<file path="src/hw/rtl/jcc_pkg.sv">
// Package for the Johab code converter: transaction types, operation codes, jamo tables.
package jcc_pkg;

    // Operation codes
    localparam logic [1:0] OP_JOHAB_TO_IDX = 2'd0;
    localparam logic [1:0] OP_IDX_TO_JOHAB = 2'd1;
    localparam logic [1:0] OP_JOHAB_TO_KS  = 2'd2;
    localparam logic [1:0] OP_KS_TO_JOHAB  = 2'd3;

    // Last valid syllable number
    localparam logic [15:0] SYL_LAST = 16'd11171;

    typedef struct packed {
        logic [1:0]  op;
        logic [15:0] code_in;
    } req_t;

    typedef struct packed {
        logic [15:0] code_out;
        logic        bad_code;
    } rsp_t;

    // Jamo field -> 1-based index, zero means no such jamo
    localparam logic [4:0] JAMO_TO_INIT [32] = '{
        5'd0,  5'd0,  5'd1,  5'd2,  5'd3,  5'd4,  5'd5,  5'd6,
        5'd7,  5'd8,  5'd9,  5'd10, 5'd11, 5'd12, 5'd13, 5'd14,
        5'd15, 5'd16, 5'd17, 5'd18, 5'd19, 5'd0,  5'd0,  5'd0,
        5'd0,  5'd0,  5'd0,  5'd0,  5'd0,  5'd0,  5'd0,  5'd0
    };
    localparam logic [4:0] JAMO_TO_MED [32] = '{
        5'd0,  5'd0,  5'd0,  5'd1,  5'd2,  5'd3,  5'd4,  5'd5,
        5'd0,  5'd0,  5'd6,  5'd7,  5'd8,  5'd9,  5'd10, 5'd11,
        5'd0,  5'd0,  5'd12, 5'd13, 5'd14, 5'd15, 5'd16, 5'd17,
        5'd0,  5'd0,  5'd18, 5'd19, 5'd20, 5'd21, 5'd0,  5'd0
    };
    localparam logic [4:0] JAMO_TO_FIN [32] = '{
        5'd0,  5'd1,  5'd2,  5'd3,  5'd4,  5'd5,  5'd6,  5'd7,
        5'd8,  5'd9,  5'd10, 5'd11, 5'd12, 5'd13, 5'd14, 5'd15,
        5'd16, 5'd17, 5'd0,  5'd18, 5'd19, 5'd20, 5'd21, 5'd22,
        5'd23, 5'd24, 5'd25, 5'd26, 5'd27, 5'd28, 5'd0,  5'd0
    };

    // 0-based index -> jamo field
    localparam logic [4:0] INIT_TO_JAMO [32] = '{
        5'd2,  5'd3,  5'd4,  5'd5,  5'd6,  5'd7,  5'd8,  5'd9,
        5'd10, 5'd11, 5'd12, 5'd13, 5'd14, 5'd15, 5'd16, 5'd17,
        5'd18, 5'd19, 5'd20, 5'd0,  5'd0,  5'd0,  5'd0,  5'd0,
        5'd0,  5'd0,  5'd0,  5'd0,  5'd0,  5'd0,  5'd0,  5'd0
    };
    localparam logic [4:0] MED_TO_JAMO [32] = '{
        5'd3,  5'd4,  5'd5,  5'd6,  5'd7,  5'd10, 5'd11, 5'd12,
        5'd13, 5'd14, 5'd15, 5'd18, 5'd19, 5'd20, 5'd21, 5'd22,
        5'd23, 5'd26, 5'd27, 5'd28, 5'd29, 5'd0,  5'd0,  5'd0,
        5'd0,  5'd0,  5'd0,  5'd0,  5'd0,  5'd0,  5'd0,  5'd0
    };
    localparam logic [4:0] FIN_TO_JAMO [32] = '{
        5'd1,  5'd2,  5'd3,  5'd4,  5'd5,  5'd6,  5'd7,  5'd8,
        5'd9,  5'd10, 5'd11, 5'd12, 5'd13, 5'd14, 5'd15, 5'd16,
        5'd17, 5'd19, 5'd20, 5'd21, 5'd22, 5'd23, 5'd24, 5'd25,
        5'd26, 5'd27, 5'd28, 5'd29, 5'd0,  5'd0,  5'd0,  5'd0
    };

endpackage

</file>
<file path="src/hw/rtl/johab_code_converter.sv">
// Johab code converter top level: three-stage pipeline for all four conversions.
//
// Takes one conversion transaction per cycle on req while rsp is not stalled and
// returns one result per transaction on rsp, in order. Op 0 turns a Johab Hangul
// code into a syllable number (bad_code when a jamo field is unassigned; bit 15
// is ignored), op 1 turns a syllable number back into Johab with bit 15 set
// (bad_code above 11171), op 2 maps a Johab symbol or Hanja code to a KS X 1001
// row/column pair and op 3 maps a KS X 1001 code back, with 8-bit wrapping byte
// arithmetic and no range check. The stage split is set by the chain of the
// syllable math: stage 1 does the jamo table lookups, the division by 28
// (reciprocal multiply) and the KS X 1001 byte math, stage 2 the division by 21
// and the initial/medial combine, stage 3 the final scale by 28 and the reverse
// table lookups into the output register. Each stage holds its own valid bit and
// moves on whenever the stage after it is empty or draining, so bubbles collapse
// and a full pipeline keeps one result per cycle while rsp_ready stays high.
module johab_code_converter (
    input  logic           clk,
    input  logic           rst_n,
    input  logic           req_valid,
    output logic           req_ready,
    input  jcc_pkg::req_t  req,
    output logic           rsp_valid,
    input  logic           rsp_ready,
    output jcc_pkg::rsp_t  rsp
);

    typedef struct packed {
        logic [1:0]  op;
        logic        bad;
        logic [4:0]  ia;        // 1-based initial index
        logic [4:0]  ib;        // 1-based medial index
        logic [4:0]  ic;        // 1-based final index
        logic [8:0]  q28;       // syllable / 28
        logic [4:0]  n_lo;      // syllable low bits for the remainder
        logic [15:0] ks;        // finished op 2 / op 3 result
    } s1_t;

    typedef struct packed {
        logic [1:0]  op;
        logic        bad;
        logic [8:0]  t;         // (I-1)*21 + (M-1)
        logic [4:0]  ic;
        logic [8:0]  q28;
        logic [4:0]  q21;       // initial index, 0-based
        logic [4:0]  r28;       // final index, 0-based
        logic [15:0] ks;
    } s2_t;

    logic s1_valid_reg, s2_valid_reg, s3_valid_reg;
    s1_t  s1_reg, s1_next;
    s2_t  s2_reg, s2_next;
    jcc_pkg::rsp_t s3_reg, s3_next;

    logic en1, en2, en3;

    // Per-stage advance: a stage loads when it is empty or its content moves on
    assign en3       = !s3_valid_reg || rsp_ready;
    assign en2       = !s2_valid_reg || en3;
    assign en1       = !s1_valid_reg || en2;
    assign req_ready = en1;

    // ---------------- stage 1 ----------------
    logic [7:0]  hi, lo, hi_a, lo_a;
    logic [7:0]  khi, klo, kbase, kh, klo_a, khi_a;
    logic [23:0] prod28;

    always_comb
    begin
        s1_next    = '0;
        s1_next.op = req.op;

        s1_next.ia = jcc_pkg::JAMO_TO_INIT[req.code_in[14:10]];
        s1_next.ib = jcc_pkg::JAMO_TO_MED[req.code_in[9:5]];
        s1_next.ic = jcc_pkg::JAMO_TO_FIN[req.code_in[4:0]];

        // n/28 = (n>>2)/7, reciprocal exact for every valid syllable number
        prod28      = 24'(req.code_in[13:2]) * 24'd2341;
        s1_next.q28 = prod28[22:14];
        s1_next.n_lo = req.code_in[4:0];

        // Johab symbol/Hanja to KS X 1001
        hi = req.code_in[15:8];
        lo = req.code_in[7:0];
        if (hi < 8'he0)
            hi_a = 8'((hi - 8'hd8) << 1) + 8'h1f;
        else
            hi_a = 8'((hi - 8'he0) << 1) + 8'h4a;
        if (lo < 8'ha1)
        begin
            lo_a = lo - ((lo < 8'h91) ? 8'h10 : 8'h22);
        end
        else
        begin
            hi_a = hi_a + 8'd1;
            lo_a = lo - 8'h80;
        end

        // KS X 1001 back to Johab, bytes masked to 7 bits
        khi   = {1'b0, req.code_in[14:8]};
        klo   = {1'b0, req.code_in[6:0]};
        kbase = (khi < 8'h4a) ? 8'hd8 : 8'he0;
        kh    = khi - ((khi < 8'h4a) ? 8'h1f : 8'h4a);
        klo_a = klo + (kh[0] ? 8'h80 : ((klo < 8'h6f) ? 8'h10 : 8'h22));
        khi_a = (kh >> 1) + kbase;

        case (req.op)
            jcc_pkg::OP_JOHAB_TO_IDX:
            begin
                s1_next.bad = (s1_next.ia == 5'd0) || (s1_next.ib == 5'd0) ||
                              (s1_next.ic == 5'd0);
                s1_next.ks  = '0;
            end
            jcc_pkg::OP_IDX_TO_JOHAB:
            begin
                s1_next.bad = req.code_in > jcc_pkg::SYL_LAST;
                s1_next.ks  = '0;
            end
            jcc_pkg::OP_JOHAB_TO_KS:
            begin
                s1_next.bad = 1'b0;
                s1_next.ks  = {hi_a, lo_a};
            end
            default:
            begin
                s1_next.bad = 1'b0;
                s1_next.ks  = {khi_a, klo_a};
            end
        endcase
    end

    // ---------------- stage 2 ----------------
    logic [17:0] prod21;

    always_comb
    begin
        s2_next     = '0;
        s2_next.op  = s1_reg.op;
        s2_next.bad = s1_reg.bad;
        s2_next.ks  = s1_reg.ks;
        s2_next.ic  = s1_reg.ic;
        s2_next.q28 = s1_reg.q28;
        s2_next.t   = (9'(s1_reg.ia) - 9'd1) * 9'd21 + (9'(s1_reg.ib) - 9'd1);
        s2_next.r28 = 5'(s1_reg.n_lo - 5'(s1_reg.q28 * 9'd28));
        // q/21 by reciprocal, exact for q up to 430
        prod21      = 18'(s1_reg.q28) * 18'd391;
        s2_next.q21 = prod21[17:13];
    end

    // ---------------- stage 3 ----------------
    logic [13:0] syl;
    logic [4:0]  r21;

    always_comb
    begin
        s3_next = '0;
        syl     = 14'(s2_reg.t) * 14'd28 + 14'(s2_reg.ic) - 14'd1;
        r21     = 5'(s2_reg.q28 - 9'(s2_reg.q21) * 9'd21);
        s3_next.bad_code = s2_reg.bad;
        if (s2_reg.bad)
        begin
            s3_next.code_out = '0;
        end
        else
        begin
            case (s2_reg.op)
                jcc_pkg::OP_JOHAB_TO_IDX:
                    s3_next.code_out = {2'b00, syl};
                jcc_pkg::OP_IDX_TO_JOHAB:
                    s3_next.code_out = {1'b1,
                                        jcc_pkg::INIT_TO_JAMO[s2_reg.q21],
                                        jcc_pkg::MED_TO_JAMO[r21],
                                        jcc_pkg::FIN_TO_JAMO[s2_reg.r28]};
                default:
                    s3_next.code_out = s2_reg.ks;
            endcase
        end
    end

    // Valid bits
    always_ff @(posedge clk or negedge rst_n)
    begin
        if (!rst_n)
        begin
            s1_valid_reg <= 1'b0;
            s2_valid_reg <= 1'b0;
            s3_valid_reg <= 1'b0;
        end
        else
        begin
            if (en1)
                s1_valid_reg <= req_valid;
            if (en2)
                s2_valid_reg <= s1_valid_reg;
            if (en3)
                s3_valid_reg <= s2_valid_reg;
        end
    end

    // Payload, no reset
    always_ff @(posedge clk)
    begin
        if (en1)
            s1_reg <= s1_next;
        if (en2)
            s2_reg <= s2_next;
        if (en3)
            s3_reg <= s3_next;
    end

    assign rsp_valid = s3_valid_reg;
    assign rsp       = s3_reg;

    // ---------------- assertions ----------------
    // An accepted transaction lands in stage 1
    a_accept_fills_s1: assert property (@(posedge clk) disable iff (!rst_n)
        (req_valid && req_ready) |=> s1_valid_reg)
        else $error("accepted transaction did not reach stage 1");

    // Reciprocal divide by 21 gives a legal initial index
    a_q21_range: assert property (@(posedge clk) disable iff (!rst_n)
        (s2_valid_reg && (s2_reg.op == jcc_pkg::OP_IDX_TO_JOHAB) && !s2_reg.bad)
            |-> (s2_reg.q21 <= 5'd18))
        else $error("initial index out of range");

    // Remainder by 28 is a legal final index
    a_r28_range: assert property (@(posedge clk) disable iff (!rst_n)
        (s2_valid_reg && (s2_reg.op == jcc_pkg::OP_IDX_TO_JOHAB) && !s2_reg.bad)
            |-> (s2_reg.r28 <= 5'd27))
        else $error("final index out of range");

    // A flagged result carries a zero code
    a_bad_zero: assert property (@(posedge clk) disable iff (!rst_n)
        (rsp_valid && rsp.bad_code) |-> (rsp.code_out == 16'd0))
        else $error("flagged result with nonzero code");

endmodule
</file>
<file path="config.mk">
export PLATFORM = sky130hd
export DESIGN_NAME = johab_code_converter
export DESIGN_NICKNAME = d
export VERILOG_FILES = /design/src/hw/rtl/jcc_pkg.sv /design/src/hw/rtl/johab_code_converter.sv
export SDC_FILE = /design/constraint.sdc
export NUM_CORES = 1
export LEC_CHECK = 0
export ABC_CLOCK_PERIOD_IN_PS = 7150
export BUFFER_PORTS_ARGS = -buffer_cell sky130_fd_sc_hd__buf_2
export CORE_UTILIZATION = 69
export DETAILED_ROUTE_END_ITERATION = 16
export PLACE_DENSITY_LB_ADDON = 0.3
export SYNTH_ARGS = -nofsm -noshare
export SYNTH_HDL_FRONTEND = slang
export SYNTH_SLANG_ARGS = --single-unit
</file>
<file path="constraint.sdc">
create_clock -name clk -period 7.15 [get_ports clk]
set_clock_uncertainty 0.05 [all_clocks]
set_input_delay 0.3575 -clock clk [delete_from_list [all_inputs] [get_ports clk]]
set_output_delay 0.3575 -clock clk [all_outputs]
set_load 0.02 [all_outputs]
</file>
==> impl_metrics.json <==
{
  "ys_top_cells_by_count": "236 x ha_1, 184 x inv_1, 113 x edfxtp_1",
  "dp_hpwl_um": 18280,
  "synth_nets": 1520,
  "grt_max_degree": 51,
  "whs_endpoint": "s1_valid_reg$_DFFE_PN0P_",
  "clk_root_buffer_cell": "clkbuf_16",
  "status": "finished clean",
  "rrSetupSlack_ns": 2.55,
  "ys_types": 75,
  "worst_hold_path.num_cells": 2,
  "maxCapViolations": 0,
  "yosys_warnings": 0,
  "layout.nets": 1551,
  "drtIter0Drc": 764,
  "final.setup.tns_ns": 0,
  "cts_setup_buffers": 0,
  "rows": 47,
  "antenna_found_initial": 0,
  "end_kind": "flop",
  "drc": 0,
  "yosysMostFrequentCell": "ha_1",
  "fill_cells": 1037,
  "wirelength_um": 24370,
  "arrival_ns": 4.79,
  "hp-class": "primary input to flop",
  "worstSetupPathType": "flop to flop",
  "syn2layout_area_growth_pct": 8.169,
  "fmax_mhz": 217.4,
  "period_needed_ns": 4.600,
  "r2r-end": "rsp[14]$_SDFFCE_PP0P_",
  "path_max_fanout": 3,
  "cp.required_ns": 7.34,
  "critPathLaunchType": "flop",
  "slew_headroom_pct": 43.27,
  "htreeDepth": 4,
  "die-area_um2": 17800,
  "start_util_pct": 71.35,
  "ys.flop_type": "edfxtp_1",
  "synthTopCellsByArea": "edfxtp_1 28%, ha_1 25%, fa_1 8.7%",
  "wl_per_cell_um": 16.53,
  "r2r.worst_path.cells": 17,
  "drv_slew": 0,
  "synth_cells": 1210,
  "period_share_pct": 64.34,
  "antenna_left": 0,
  "hold_viol": 0,
  "ys_ff_latch": 116,
  "rsz0062_at_grt": "false",
  "final-setup-viol-count": 0,
  "cts_buffers": 17,
  "avgSynthCellArea_um2": 9.848,
  "path_cells": "fa_1, ha_1, inv_1, fa_1, and2b_4, o21a_1, nor3_1, nor2_1, inv_1, ha_1, a21oi_1, a31oi_1, or3b_1, o22ai_2, o41ai_2, or3b_1, a311oi_2",
  "grt_pass1_vias": 8644,
  "hp-start": "req_valid",
  "clkTransAtPathRegs_ns": 0.05,
  "gp_congestion": 0.9414,
  "die_w_um": 133.4,
  "synth_top_area_share_pct": 28.48,
  "worstMarginPinSlew_ns": 0.8510,
  "via_per_inst": 5.972,
  "drive_gt1_share_pct": 7.337,
  "ys_async_sr_fraction_pct": 2.586,
  "synth-edff-count": 113,
  "track_usage_pct": 28.93,
  "core_area_um2": 16700,
  "overflow": 0,
  "clk_path_buf_depth": 2,
  "yosysSeqAreaShare_pct": 29.11,
  "ios": 41,
  "cts_sinks": 116,
  "grt_pass1_wl_um": 40250,
  "critPathSlowestCell": "fa_1",
  "cts_resized": 0,
  "antenna_cells": 0,
  "max_stage_delay_ns": 0.57,
  "die_h_um": 133.4,
  "tritoncts": "built",
  "portBuffers": 40,
  "drtPass1Iterations": 5,
  "vias": 8803,
  "reg2reg_from": "s2_reg[40]$_DFFE_PP_",
  "fin_hold_ws_ns": 0.1006,
  "synth_area_um2": 11920,
  "synth_area_leader_cell": "edfxtp_1",
  "clk_latency_ns": 0.42
}
==> cell type report <==
type | count | area (µm²) | share of cell area (%)
Multi-Input combinational cell | 878 | 7635 | 59.23
Sequential cell | 116 | 3468 | 26.91
Inverter | 185 | 694.4 | 5.387
Clock buffer | 19 | 432.9 | 3.359
Tap cell | 220 | 275.3 | 2.136
Timing Repair Buffer | 43 | 225.2 | 1.747
Clock inverter | 13 | 158.9 | 1.233
==> worst max-delay path by stage <==
stage,startpoint,endpoint,slack [ns],cells past startpoint
detailed placement,req[4],s1_reg[29]$_DFFE_PP_,2.38,16
global route,s2_reg[40]$_DFFE_PP_,rsp[14]$_SDFFCE_PP0P_,2.31,17
finish,s2_reg[40]$_DFFE_PP_,rsp[14]$_SDFFCE_PP0P_,2.55,17
floorplan,s2_reg[40]$_DFFE_PP_,rsp[14]$_SDFFCE_PP0P_,2.98,17
global placement,req[4],s1_reg[29]$_DFFE_PP_,2.50,16
CTS,s2_reg[40]$_DFFE_PP_,rsp[14]$_SDFFCE_PP0P_,2.56,17
==> metal layers <==
layer,part of all wire [%],track usage (%),vias up
met5,0,0,-
met4,3.3,12.31,0
li1,-,-,4285
met1,42,34.66,4164
met2,50,52.00,286
met3,4.6,3.919,68
==> what timing repair did <==
action,CTS,global route
hold endpoints to repair,3,0
hold buffers,1,0
setup endpoints to repair,0,0
==> worst max-delay path: cells and delay by family (launching register included) <==
kind / cells / cell delay [ns]
buffers and inverters: 2 / 0.13
DFF: 1 / 0.45
AOI/OAI and AO/OA: 6 / 1.02
adders and majority gates: 4 / 1.51
and+or+nand+nor: 5 / 1.29
==> through the flow <==
step           utilization [%]  std cells  setup WS [ns]  area, µm²
5_1_grt                  77.18       1474          2.306      12890
2_1_floorplan                -       1210          2.980      11920
6_report                 77.18       1474          2.550      12890
4_1_cts                  77.18       1474          2.557      12890
3_3_place_gp             73.58       1441          2.501      12290
3_5_place_dp             73.58       1441          2.376      12290
==> kinds of logic after synthesis <==
kind of cell | after synthesis | share of synthesized area (%)
fa+ha+maj | 289 | 33.60
simple gates | 259 | 10.54
compound gates | 234 | 12.75
buf+inv | 216 | 6.825
flops | 116 | 29.11
xor+xnor | 87 | 6.394
mux | 9 | 0.7875
==> placed cells by master (no fill, tap or decap), types with 17 or more instances in the layout <==
cell type,instances
a211oi_1,17
a21oi_1,65
buf_2,40
clkbuf_16,17
edfxtp_1,113
fa_1,52
ha_1,236
inv_1,184
nand2_1,57
nor2_1,92
nor3_1,22
o21ai_0,55
xnor2_1,64
xor2_1,23
Power is not shown: default switching activity piles up to over one toggle a cycle in this logic, so the estimate is an artifact.
